$ cat src/hdl/bfss_pkg.sv
`timescale 1ns / 1ps

package bfss_pkg;

	// Operation codes carried by an input word.
	typedef enum logic [1:0] {
		OP_TEXT    = 2'd0,
		OP_PATTERN = 2'd1,
		OP_SEARCH  = 2'd2,
		OP_CLEAR   = 2'd3
	} op_t;

	// Input word.
	typedef struct packed {
		op_t        op;
		logic [7:0] data_byte;
		logic [7:0] start_pos;
	} cmd_word_t;

	// Result word.
	typedef struct packed {
		logic [7:0] match_pos;
		logic       store_full;
	} res_word_t;

	// Source of a search result.
	typedef enum logic [1:0] {
		RES_START = 2'd0,
		RES_ZERO  = 2'd1,
		RES_HIT   = 2'd2
	} res_sel_t;

	// Commands from the controller to the datapath.
	typedef struct packed {
		logic     accept;
		logic     start;
		logic     rd_cur;
		logic     rd_step;
		logic     retry;
		logic     res_load;
		res_sel_t sel;
		logic     out_load;
	} ctl_t;

	// Status from the datapath to the controller.
	typedef struct packed {
		logic pat_empty;
		logic no_room;
		logic eq;
		logic last;
	} stat_t;

endpackage

$ cat src/hdl/bfss_dp.sv
`timescale 1ns / 1ps

module bfss_dp import bfss_pkg::*; #(
	parameter int MAX_LEN = 255
) (
	input  logic      clk,
	input  logic      arst_n,
	input  cmd_word_t cmd,
	input  ctl_t      ctl,
	output stat_t     stat,
	output res_word_t res
);

	localparam int LEN_W  = $clog2(MAX_LEN + 1);
	localparam int ADDR_W = (MAX_LEN > 1) ? $clog2(MAX_LEN) : 1;
	localparam int POS_W  = ((LEN_W > 8) ? LEN_W : 8) + 1;
	localparam int SUM_W  = POS_W + 1;

	logic [7:0]       text_mem [MAX_LEN];
	logic [7:0]       pat_mem  [MAX_LEN];
	logic [LEN_W-1:0] tlen_q;
	logic [LEN_W-1:0] plen_q;
	logic             ovf_q;
	logic [POS_W-1:0] s_q;
	logic [LEN_W-1:0] k_q;
	logic [7:0]       tdata_q;
	logic [7:0]       pdata_q;
	res_word_t        hold_q;
	res_word_t        out_q;

	logic             text_full;
	logic             pat_full;
	logic             rd_en;
	logic [LEN_W-1:0] rd_k;
	logic [POS_W-1:0] taddr_full;
	logic [7:0]       start_eff;

	assign text_full  = (tlen_q == LEN_W'(MAX_LEN));
	assign pat_full   = (plen_q == LEN_W'(MAX_LEN));
	assign rd_en      = ctl.rd_cur | ctl.rd_step;
	assign rd_k       = ctl.rd_step ? (k_q + LEN_W'(1)) : k_q;
	assign taddr_full = s_q - POS_W'(1) + POS_W'(rd_k);
	assign start_eff  = (cmd.start_pos == 8'd0) ? 8'd1 : cmd.start_pos;

	// Text store: appended while idle, read a byte at a time while searching.
	always_ff @(posedge clk) begin
		if (ctl.accept && cmd.op == OP_TEXT && !text_full) begin
			text_mem[tlen_q[ADDR_W-1:0]] <= cmd.data_byte;
		end
		if (rd_en) begin
			tdata_q <= text_mem[taddr_full[ADDR_W-1:0]];
		end
	end

	// Pattern store, same arrangement.
	always_ff @(posedge clk) begin
		if (ctl.accept && cmd.op == OP_PATTERN && !pat_full) begin
			pat_mem[plen_q[ADDR_W-1:0]] <= cmd.data_byte;
		end
		if (rd_en) begin
			pdata_q <= pat_mem[rd_k[ADDR_W-1:0]];
		end
	end

	// Lengths and the sticky overflow flag.
	always_ff @(posedge clk or negedge arst_n) begin
		if (!arst_n) begin
			tlen_q <= '0;
			plen_q <= '0;
			ovf_q  <= 1'b0;
		end else if (ctl.accept) begin
			unique case (cmd.op)
				OP_TEXT: begin
					if (text_full) ovf_q <= 1'b1;
					else tlen_q <= tlen_q + LEN_W'(1);
				end
				OP_PATTERN: begin
					if (pat_full) ovf_q <= 1'b1;
					else plen_q <= plen_q + LEN_W'(1);
				end
				OP_SEARCH: begin
				end
				OP_CLEAR: begin
					tlen_q <= '0;
					plen_q <= '0;
					ovf_q  <= 1'b0;
				end
			endcase
		end
	end

	// Alignment and character counters.
	always_ff @(posedge clk or negedge arst_n) begin
		if (!arst_n) begin
			s_q <= '0;
			k_q <= '0;
		end else if (ctl.start) begin
			s_q <= POS_W'(start_eff);
			k_q <= '0;
		end else if (ctl.retry) begin
			s_q <= s_q + POS_W'(1);
			k_q <= '0;
		end else if (ctl.rd_step) begin
			k_q <= k_q + LEN_W'(1);
		end
	end

	// Finished result, then the output word held for the receiver.
	always_ff @(posedge clk) begin
		if (ctl.res_load) begin
			hold_q.store_full <= ovf_q;
			unique case (ctl.sel)
				RES_START: hold_q.match_pos <= start_eff;
				RES_HIT:   hold_q.match_pos <= s_q[7:0];
				default:   hold_q.match_pos <= 8'd0;
			endcase
		end
		if (ctl.out_load) begin
			out_q <= hold_q;
		end
	end

	// The last alignment that fits ends at the last text byte.
	assign stat.no_room   = (SUM_W'(s_q) + SUM_W'(plen_q)) > (SUM_W'(tlen_q) + SUM_W'(1));
	assign stat.pat_empty = (plen_q == '0);
	assign stat.eq        = (tdata_q == pdata_q);
	assign stat.last      = ((k_q + LEN_W'(1)) == plen_q);
	assign res            = out_q;

endmodule

$ cat src/hdl/bfss_ctrl.sv
`timescale 1ns / 1ps

module bfss_ctrl import bfss_pkg::*; (
	input  logic  clk,
	input  logic  arst_n,
	input  logic  cmd_valid,
	input  op_t   op,
	output logic  cmd_ready,
	input  logic  res_ready,
	output logic  res_valid,
	input  stat_t stat,
	output ctl_t  ctl
);

	typedef enum logic [3:0] {
		ST_IDLE  = 4'b0001,
		ST_BOUND = 4'b0010,
		ST_CMP   = 4'b0100,
		ST_DONE  = 4'b1000
	} state_t;

	state_t state_q;
	state_t state_d;
	logic   out_valid_q;

	assign cmd_ready = (state_q == ST_IDLE);
	assign res_valid = out_valid_q;

	// Next state and datapath commands.
	always_comb begin
		state_d      = state_q;
		ctl          = '0;
		ctl.sel      = RES_ZERO;
		ctl.accept   = cmd_valid && (state_q == ST_IDLE);
		unique case (state_q)
			ST_IDLE: begin
				if (ctl.accept && op == OP_SEARCH) begin
					if (stat.pat_empty) begin
						ctl.res_load = 1'b1;
						ctl.sel      = RES_START;
						state_d      = ST_DONE;
					end else begin
						ctl.start = 1'b1;
						state_d   = ST_BOUND;
					end
				end
			end
			ST_BOUND: begin
				if (stat.no_room) begin
					ctl.res_load = 1'b1;
					ctl.sel      = RES_ZERO;
					state_d      = ST_DONE;
				end else begin
					ctl.rd_cur = 1'b1;
					state_d    = ST_CMP;
				end
			end
			ST_CMP: begin
				if (!stat.eq) begin
					ctl.retry = 1'b1;
					state_d   = ST_BOUND;
				end else if (stat.last) begin
					ctl.res_load = 1'b1;
					ctl.sel      = RES_HIT;
					state_d      = ST_DONE;
				end else begin
					ctl.rd_step = 1'b1;
				end
			end
			ST_DONE: begin
				if (!out_valid_q || res_ready) begin
					ctl.out_load = 1'b1;
					state_d      = ST_IDLE;
				end
			end
			default: begin
				state_d = ST_IDLE;
			end
		endcase
	end

	// State register and output valid flag.
	always_ff @(posedge clk or negedge arst_n) begin
		if (!arst_n) begin
			state_q     <= ST_IDLE;
			out_valid_q <= 1'b0;
		end else begin
			state_q <= state_d;
			if (ctl.out_load) out_valid_q <= 1'b1;
			else if (res_ready) out_valid_q <= 1'b0;
		end
	end

endmodule

$ cat src/hdl/brute_force_substring_search_top.sv
`timescale 1ns / 1ps
// Brute-force substring search over a stored text and pattern.
// Input channel cmd (valid/ready) carries one word: append a byte to the text,
// append a byte to the pattern, clear both, or search from a 1-based start.
// Output channel res (valid/ready) carries one word per search: the 1-based
// position of the first match at or after the start (0 if none) and a flag
// that is set when an append was dropped since the last clear.
// Appends and clears produce no word, so a byte stream is taken at one word
// per cycle while no search holds the block.
// A search tries one alignment at a time: it first checks that the alignment
// still fits, then compares the bytes in order and moves on at a mismatch.
// A search ends at a match, when no alignment fits any more (result 0), or at
// once for an empty pattern, which returns the start position.
// cmd_ready is low while a search runs and while its result waits in a holding
// register behind a word stalled at the output; once the result reaches the
// output register, appends and clears are taken while the receiver stalls.
// Reset clears both lengths, the overflow flag and the output valid; stored
// bytes keep whatever they held and are unreadable until written again.

module brute_force_substring_search_top import bfss_pkg::*; #(
	parameter int MAX_LEN = 255
) (
	input  logic      clk,
	input  logic      arst_n,
	input  logic      cmd_valid,
	output logic      cmd_ready,
	input  cmd_word_t cmd,
	output logic      res_valid,
	input  logic      res_ready,
	output res_word_t res
);

	ctl_t  ctl;
	stat_t stat;

	// Sequencer for loads and the search loop.
	bfss_ctrl u_ctrl (
		.clk       (clk),
		.arst_n    (arst_n),
		.cmd_valid (cmd_valid),
		.op        (cmd.op),
		.cmd_ready (cmd_ready),
		.res_ready (res_ready),
		.res_valid (res_valid),
		.stat      (stat),
		.ctl       (ctl)
	);

	// Stores, counters and result registers.
	bfss_dp #(
		.MAX_LEN (MAX_LEN)
	) u_dp (
		.clk    (clk),
		.arst_n (arst_n),
		.cmd    (cmd),
		.ctl    (ctl),
		.stat   (stat),
		.res    (res)
	);

endmodule

$ cat config.mk
export PLATFORM = sky130hd
export DESIGN_NAME = brute_force_substring_search_top
export DESIGN_NICKNAME = d
export VERILOG_FILES = /design/src/hdl/bfss_pkg.sv /design/src/hdl/bfss_dp.sv /design/src/hdl/bfss_ctrl.sv /design/src/hdl/brute_force_substring_search_top.sv
export SDC_FILE = /design/constraint.sdc
export NUM_CORES = 2
export LEC_CHECK = 0
export BUFFER_PORTS_ARGS = -buffer_cell sky130_fd_sc_hd__buf_2
export CAP_MARGIN = 20
export CORE_MARGIN = 10
export CORE_UTILIZATION = 40
export CTS_CLUSTER_SIZE = 24
export DETAILED_ROUTE_END_ITERATION = 6
export GPL_ROUTABILITY_DRIVEN = 1
export SETUP_SLACK_MARGIN = 0.5
export SLEW_MARGIN = 25
export SYNTH_ARGS = -nofsm -noshare
export SYNTH_HDL_FRONTEND = slang
export SYNTH_SLANG_ARGS = --single-unit
$ cat constraint.sdc
create_clock -name clk -period 12.4 [get_ports clk]
set_input_delay 1.86 -clock clk [delete_from_list [all_inputs] [get_ports clk]]
set_output_delay 1.86 -clock clk [all_outputs]
set_load 0.01 [all_outputs]
# Yosys cells after proc, flatten, opt, wreduce, memory -nomap -nowiden
# Memory sizes are Yosys's and may differ from the RTL's. A register that Yosys moved wholly into a read port is not among the register bits.
# Cells that the tools add are included.
# totals
ramBits	4080
ff_bits	57
output_inout_bits	11
mem_count	2
word_cells	109
# classes
n_addsub	8
bitwise	1
n_reduce_logical	23
n_eq_ne	19
order_cmp	1
mux	44
# memory_table
name	words	width	read_ports	rd_ports_with_merged_regs	wr	line_no	source
u_dp.pat_mem	255	8	1	1	1	bfss_dp.sv:20	logic [7:0] pat_mem [MAX_LEN];
u_dp.text_mem	255	8	1	1	1	bfss_dp.sv:19	logic [7:0] text_mem [MAX_LEN];
# op_table
cell	count
$mux 8	6
$pmux 8 s2	3
$add 8x1->8 const B	3
$mux 4	6
$mux 1	18
$mux 9	2
$eq 8x8->1	2
$eq 8x8->1 const B	2
$logic_not 8->1	2
$pmux 4 s4	1
$mux 3	5
$add 9x8->10	1
$gt 10x10->1	1
$add 8x1->9 const B	1
$add 9x1->9 const B	1
$pmux 3 s3	1
$reduce_and 3->1	3
$add 8x8->8	1
$ne 2x1->1 const B	4
$reduce_bool 2->1	4
$sub 8x1->8 const B	1
$eq 2x2->1 const B	3
$logic_and 1x1->1	6
$eq 4x1->1 const B	1
14 further kinds	18

# Depth between registers and ports, before layout
# logic_depth
ltp_word	8
mapped_depth	31

# Modules after synthesis
# A second synthesis with hierarchy kept.
# unflattened
hier_cells	9464
area_unflattened_um2	165173.4
# modules_own_cells
module	instances	area_per_inst_um2	cells_per_inst	seq_area_each_um2
bfss_dp	1	164803.1	9432	124389.3
bfss_ctrl	1	370.4	32	126.4

# Worst setup path after synthesis
# OpenSTA, ideal clock, no wires.
# synth_path
kind	register -> register
start	register u_dp.k_q[0]
end	register u_dp.tdata_q[3] (read register of u_dp.text_mem), data pin
t_arrival_ns	6.413
path_slack_ns	5.716
setup_time_ns	0.271
period_less_slack_ns	6.684
path_stages_with_launch	28
path_cell_list	dfrtp_1 > ha_1 > and4_1 > and3_1 > or4_1 > or3_1 > buf_6 > nor2_4 > o22ai_1 > inv_2 > buf_2 > buf_4 > buf_4 > buf_2 > buf_2 > ha_1 > clkbuf_1 > clkbuf_1 > buf_1 > buf_1 > mux4_2 > mux4_2 > mux2i_1 > nand2_1 > o211ai_1 > o21ai_0 > nand2_1 > o21ai_0
# synth_between
elab_chain_len	7
# synth_lines
item	line_no	source
start, declared	bfss_dp.sv:25	logic [LEN_W-1:0] k_q;
start signal, assigned	bfss_dp.sv:104	k_q <= k_q + LEN_W'(1);
$add 8x1->8	bfss_dp.sv:41, bfss_dp.sv:127	
$eq 8x8->1	bfss_dp.sv:127	assign stat.last = ((k_q + LEN_W'(1)) == plen_q);
$mux 1	bfss_ctrl.sv:62	end else if (stat.last) begin
$mux 1	bfss_ctrl.sv:59	if (!stat.eq) begin
$mux 2	bfss_ctrl.sv:35	unique case (state_q)
$mux 8	-	
$add 8x8->8	bfss_dp.sv:42	assign taddr_full = s_q - POS_W'(1) + POS_W'(rd_k);
end, declared	bfss_dp.sv:26	logic [7:0] tdata_q;
# Several ways; a longest one is shown, not always the timed one.
# A chain may end at the register's enable or synchronous reset.

# Worst setup path after layout
# layout_path
start	register u_dp.k_q[1]
end	register u_dp.tdata_q[5] (read register of u_dp.text_mem), data pin
# The elaborated chain is that of the path after synthesis.

==> results.md <==
- Fillers: 36.7k
- Failing checks: DRC
- Pwr/cell area: 252 nW/µm²
- Cell row count: 241
- Fin util: 0.449
- Worst setup startpoint: u_dp.k_q[1]
- # resized after CTS: 0
- CP endpoint kind: register
- Sequential fraction of the synthesis area: 0.718
- Register bit count reported by yosys: 4153
- TritonCTS Buffers: 422
- Post-Route Setup TNS: 0 ns
- Mapped Area: 173000 µm²
- Crit-path cells: ha_4, xor2_1, a311oi_1, and2_1, nand3_1, o21ai_4, or3_1, nand2_2, inv_2, buf_4, ha_1, inv_1, ha_1, a21oi_1, xnor2_2, buf_4, mux2i_1, a211oi_1, a21oi_1, o21ai_0
- Post-Layout Cell Count: 16.5k
- Worst reg-to-reg path cell count: 20
- XOR/XNOR Fraction of Synth Area: 0.00283
- Die height: 678 µm
- # Post-CTS Setup Buffers: 0
- Top-area cell type share of the netlist area: 0.713
- Max transition margin: 0.189
- Final-report setup violation count: 0
- Most numerous cell in the Yosys netlist: edfxtp_1
- Syn nets: 10.5k
- WL/cell: 32.6 µm
- Fraction of synthesized area in multiplexers: 0.127
- Max stage delay cell, worst path: or3_1
- Avg Cell Area, Syn: 16.6 µm²
- Crit-path max FO: 47
- Worst Skew: 0.130 ns
- CP Data Required Time: 13.24 ns
- Startpoint Class: register
- Setup crit end: u_dp.tdata_q[5]
- Min-delay src: u_dp.hold_q[3]
- Initial drt markers: 14.3k
- Status: finished, violations left
- Slew Limit Fails: 0
- RR Startpoint: u_dp.k_q[1]
- CTS clk-pin slew, worst paths: 0.06 ns
- IO buf count: 32
- Peak supply drop: 0.443 mV
- Power Total: 48.9 mW
- Placed Instances: 15.7k
- Adder-cell share of the synthesized area: 0.00305
- Total of max-cap violations: 0
- Max Clock Freq: 0.109 GHz
- Largest delay share family, worst path: compound AO/OA/AOI/OAI gates
- Post-route antenna net violation count: 0
- Minimum clock period: 9.19 ns
- Share of cells above drive strength 1: 0.163
- Slew @ Worst Pin: 1.22 ns
- Worst Path Arrival: 10.03 ns
- Leading area contributor after synthesis: edfxtp_1
- P_leak: 60.1 nW
- DP HPWL: 325000 µm
- Core Box Area: 431000 µm²
- Vias in the first global route: 101k
- Max Buffers Root-to-Sink: 4
- Main combinational cell family by area after synthesis: multiplexers
- Final period utilization: 0.742
- Hold buffers post-CTS: 0
- First-pass GRT wire length: 758000 µm
- CTS tree: built
- Initial DRT Pass Iterations: 7
- Synth top area cells: edfxtp_1 71%, mux4_2 8.9%, mux2i_1 3.4%
- Post-synth EDFFs: 4114
- Synth async-reset ratio: 0.00939
- HP Class: reg -> reg
- Final hold viol count: 0
- R2r setup slk: 3.21 ns
- H-tree depth: 5
- Drc violations: 2
- Root buffer cell: clkbuf_16
- Initial Util: 0.402
- P&R area growth vs syn: 11.7%
- Clk sinks: 4153
- Via/cell ratio: 6.28
- Yosys warning total: 0
- Total wire length: 536000 µm
- Gr usage total: 0.224
- GR Overflow Total: 0
- Synth Flop Type: edfxtp_1
- Stages on worst setup path: 20
- Cell count after synthesis: 10.4k
- Cell variety after synth: 95
- Initial antenna violation count: 26
- Simple-Gate Fraction of Synth Area: 0.0610
- Post-Place Setup Slack: 3.64 ns
- Critical path's largest stage delay: 0.85 ns
- GP Congestion: 0.937
- Final WS setup: 3.21 ns
- WS Path Type: reg -> reg
- CP bufs+invs: 4
- RSZ-0062 raised after global routing: no
- DIE AREA: 460000 µm²
- Fin nets: 10.5k
- Die span in x: 678 µm
- Commonest cells in the netlist: 4114 x edfxtp_1, 899 x nand2_1, 700 x nor2_1
- Synth Area in Compound Gates: 0.0677
- I/O pin cnt: 33
- Vias: 103k
- Worst flop-to-flop path endpoint: u_dp.tdata_q[5]
- Clk_lat worst skew: 1.05 ns
- Largest net degree at the start of global routing: 180
how the worst min path moves through the flow:
stage          slack (ns)          end  depth (start not counted)
2_1_floorplan        0.40  u_dp.res[0]                          0
3_3_place_gp         0.41  u_dp.res[3]                          0
3_5_place_dp         0.42  u_dp.res[3]                          0
4_1_cts              0.43  u_dp.res[7]                          0
5_1_grt              0.44  u_dp.res[7]                          0
6_report             0.43  u_dp.res[3]                          0
cells by family after synthesis:
| logic type | after synthesis |
|---|---|
| mux | 1339 |
| xor+xnor | 56 |
| fa+ha+maj | 41 |
| flops | 4153 |
| simple gates | 2407 |
| compound gates | 1639 |
| buf+inv | 800 |
layer usage:
layer / GRT usage / share of wire / vias to the layer above
met4: 0.107 / 0.056 / 20
met1: 0.301 / 0.39 / 53700
met3: 0.0497 / 0.10 / 1237
met2: 0.346 / 0.45 / 6267
li1: - / - / 42000
met5: 0 / 0.00027 / -
where the power goes:
| part | internal (mW) | leakage [nW] | total [mW] | switching, mW |
|---|---|---|---|---|
| Sequential | 15.5 | 37.5 | 15.7 | 0.119 |
| Combinational | 8.15 | 16.2 | 20.8 | 12.7 |
| Clock | 6.97 | 6.48 | 12.4 | 5.45 |
| Total | 30.7 | 60.1 | 48.9 | 18.2 |
layout make-up:
| cell class | count | area [µm²] | area share |
|---|---|---|---|
| Tap cell | 5710 | 7140 | 0.0369 |
| Multi-Input combinational cell | 5482 | 45900 | 0.237 |
| Clock inverter | 234 | 2310 | 0.0119 |
| Timing Repair Buffer | 276 | 2510 | 0.0129 |
| Antenna cell | 9 | 22.5 | 0.000116 |
| Inverter | 58 | 238 | 0.00123 |
| Sequential cell | 4153 | 125000 | 0.643 |
| Clock buffer | 532 | 11100 | 0.0571 |
worst register-to-register path, delay by kind of cell, from the launching register on:
kind | cells | cell delay, ns
DFF | 1 | 0.71
xor gates and xnor gates | 2 | 0.29
muxes | 1 | 0.38
adders and majority gates | 3 | 1.44
buffers and inverters | 4 | 1.22
AOI/OAI and AO/OA | 6 | 2.52
and+or+nand+nor | 4 | 2.43
flip-flops by register name, summed over array words and instances (netlist names):
signal and flops:
u_dp.pat_mem 2040, u_dp.text_mem 2040, u_dp.hold_q 9, u_dp.res 9, u_dp.s_q 9, u_dp.k_q 8
u_dp.pdata_q 8, u_dp.plen_q 8, u_dp.tdata_q 8, u_dp.tlen_q 8, u_ctrl.state_q 4, u_ctrl.res_valid 1
u_dp.ovf_q 1
cell usage in the layout (no fill, tap or decap), drive strengths merged, types with 35 or more instances in the layout:
cell type / count
inv: 66
a32oi: 47
and2: 57
ha: 39
nand3: 290
dfrtp: 38
a221o: 36
a21oi: 239
buf: 275
o22ai: 181
o211ai: 83
nand4: 38
a211oi: 233
mux4: 683
mux2: 66
clkbuf: 533
or3: 35
nor2b: 37
edfxtp: 4114
nand2: 901
and3: 120
o21ai: 177
nor2: 704
a31oi: 116
a221oi: 80
o221ai: 51
mux2i: 590
a22oi: 47
nor3: 150
clkinv: 183
metrics by stage:
stage          hold slack [ns]  instance area, µm²
5_1_grt                  0.437              194000
6_report                 0.428              194000
3_5_place_dp             0.417              180000
2_1_floorplan            0.400              173000
4_1_cts                  0.430              193000
3_3_place_gp             0.411              180000
(Power assumes the default switching activity.)
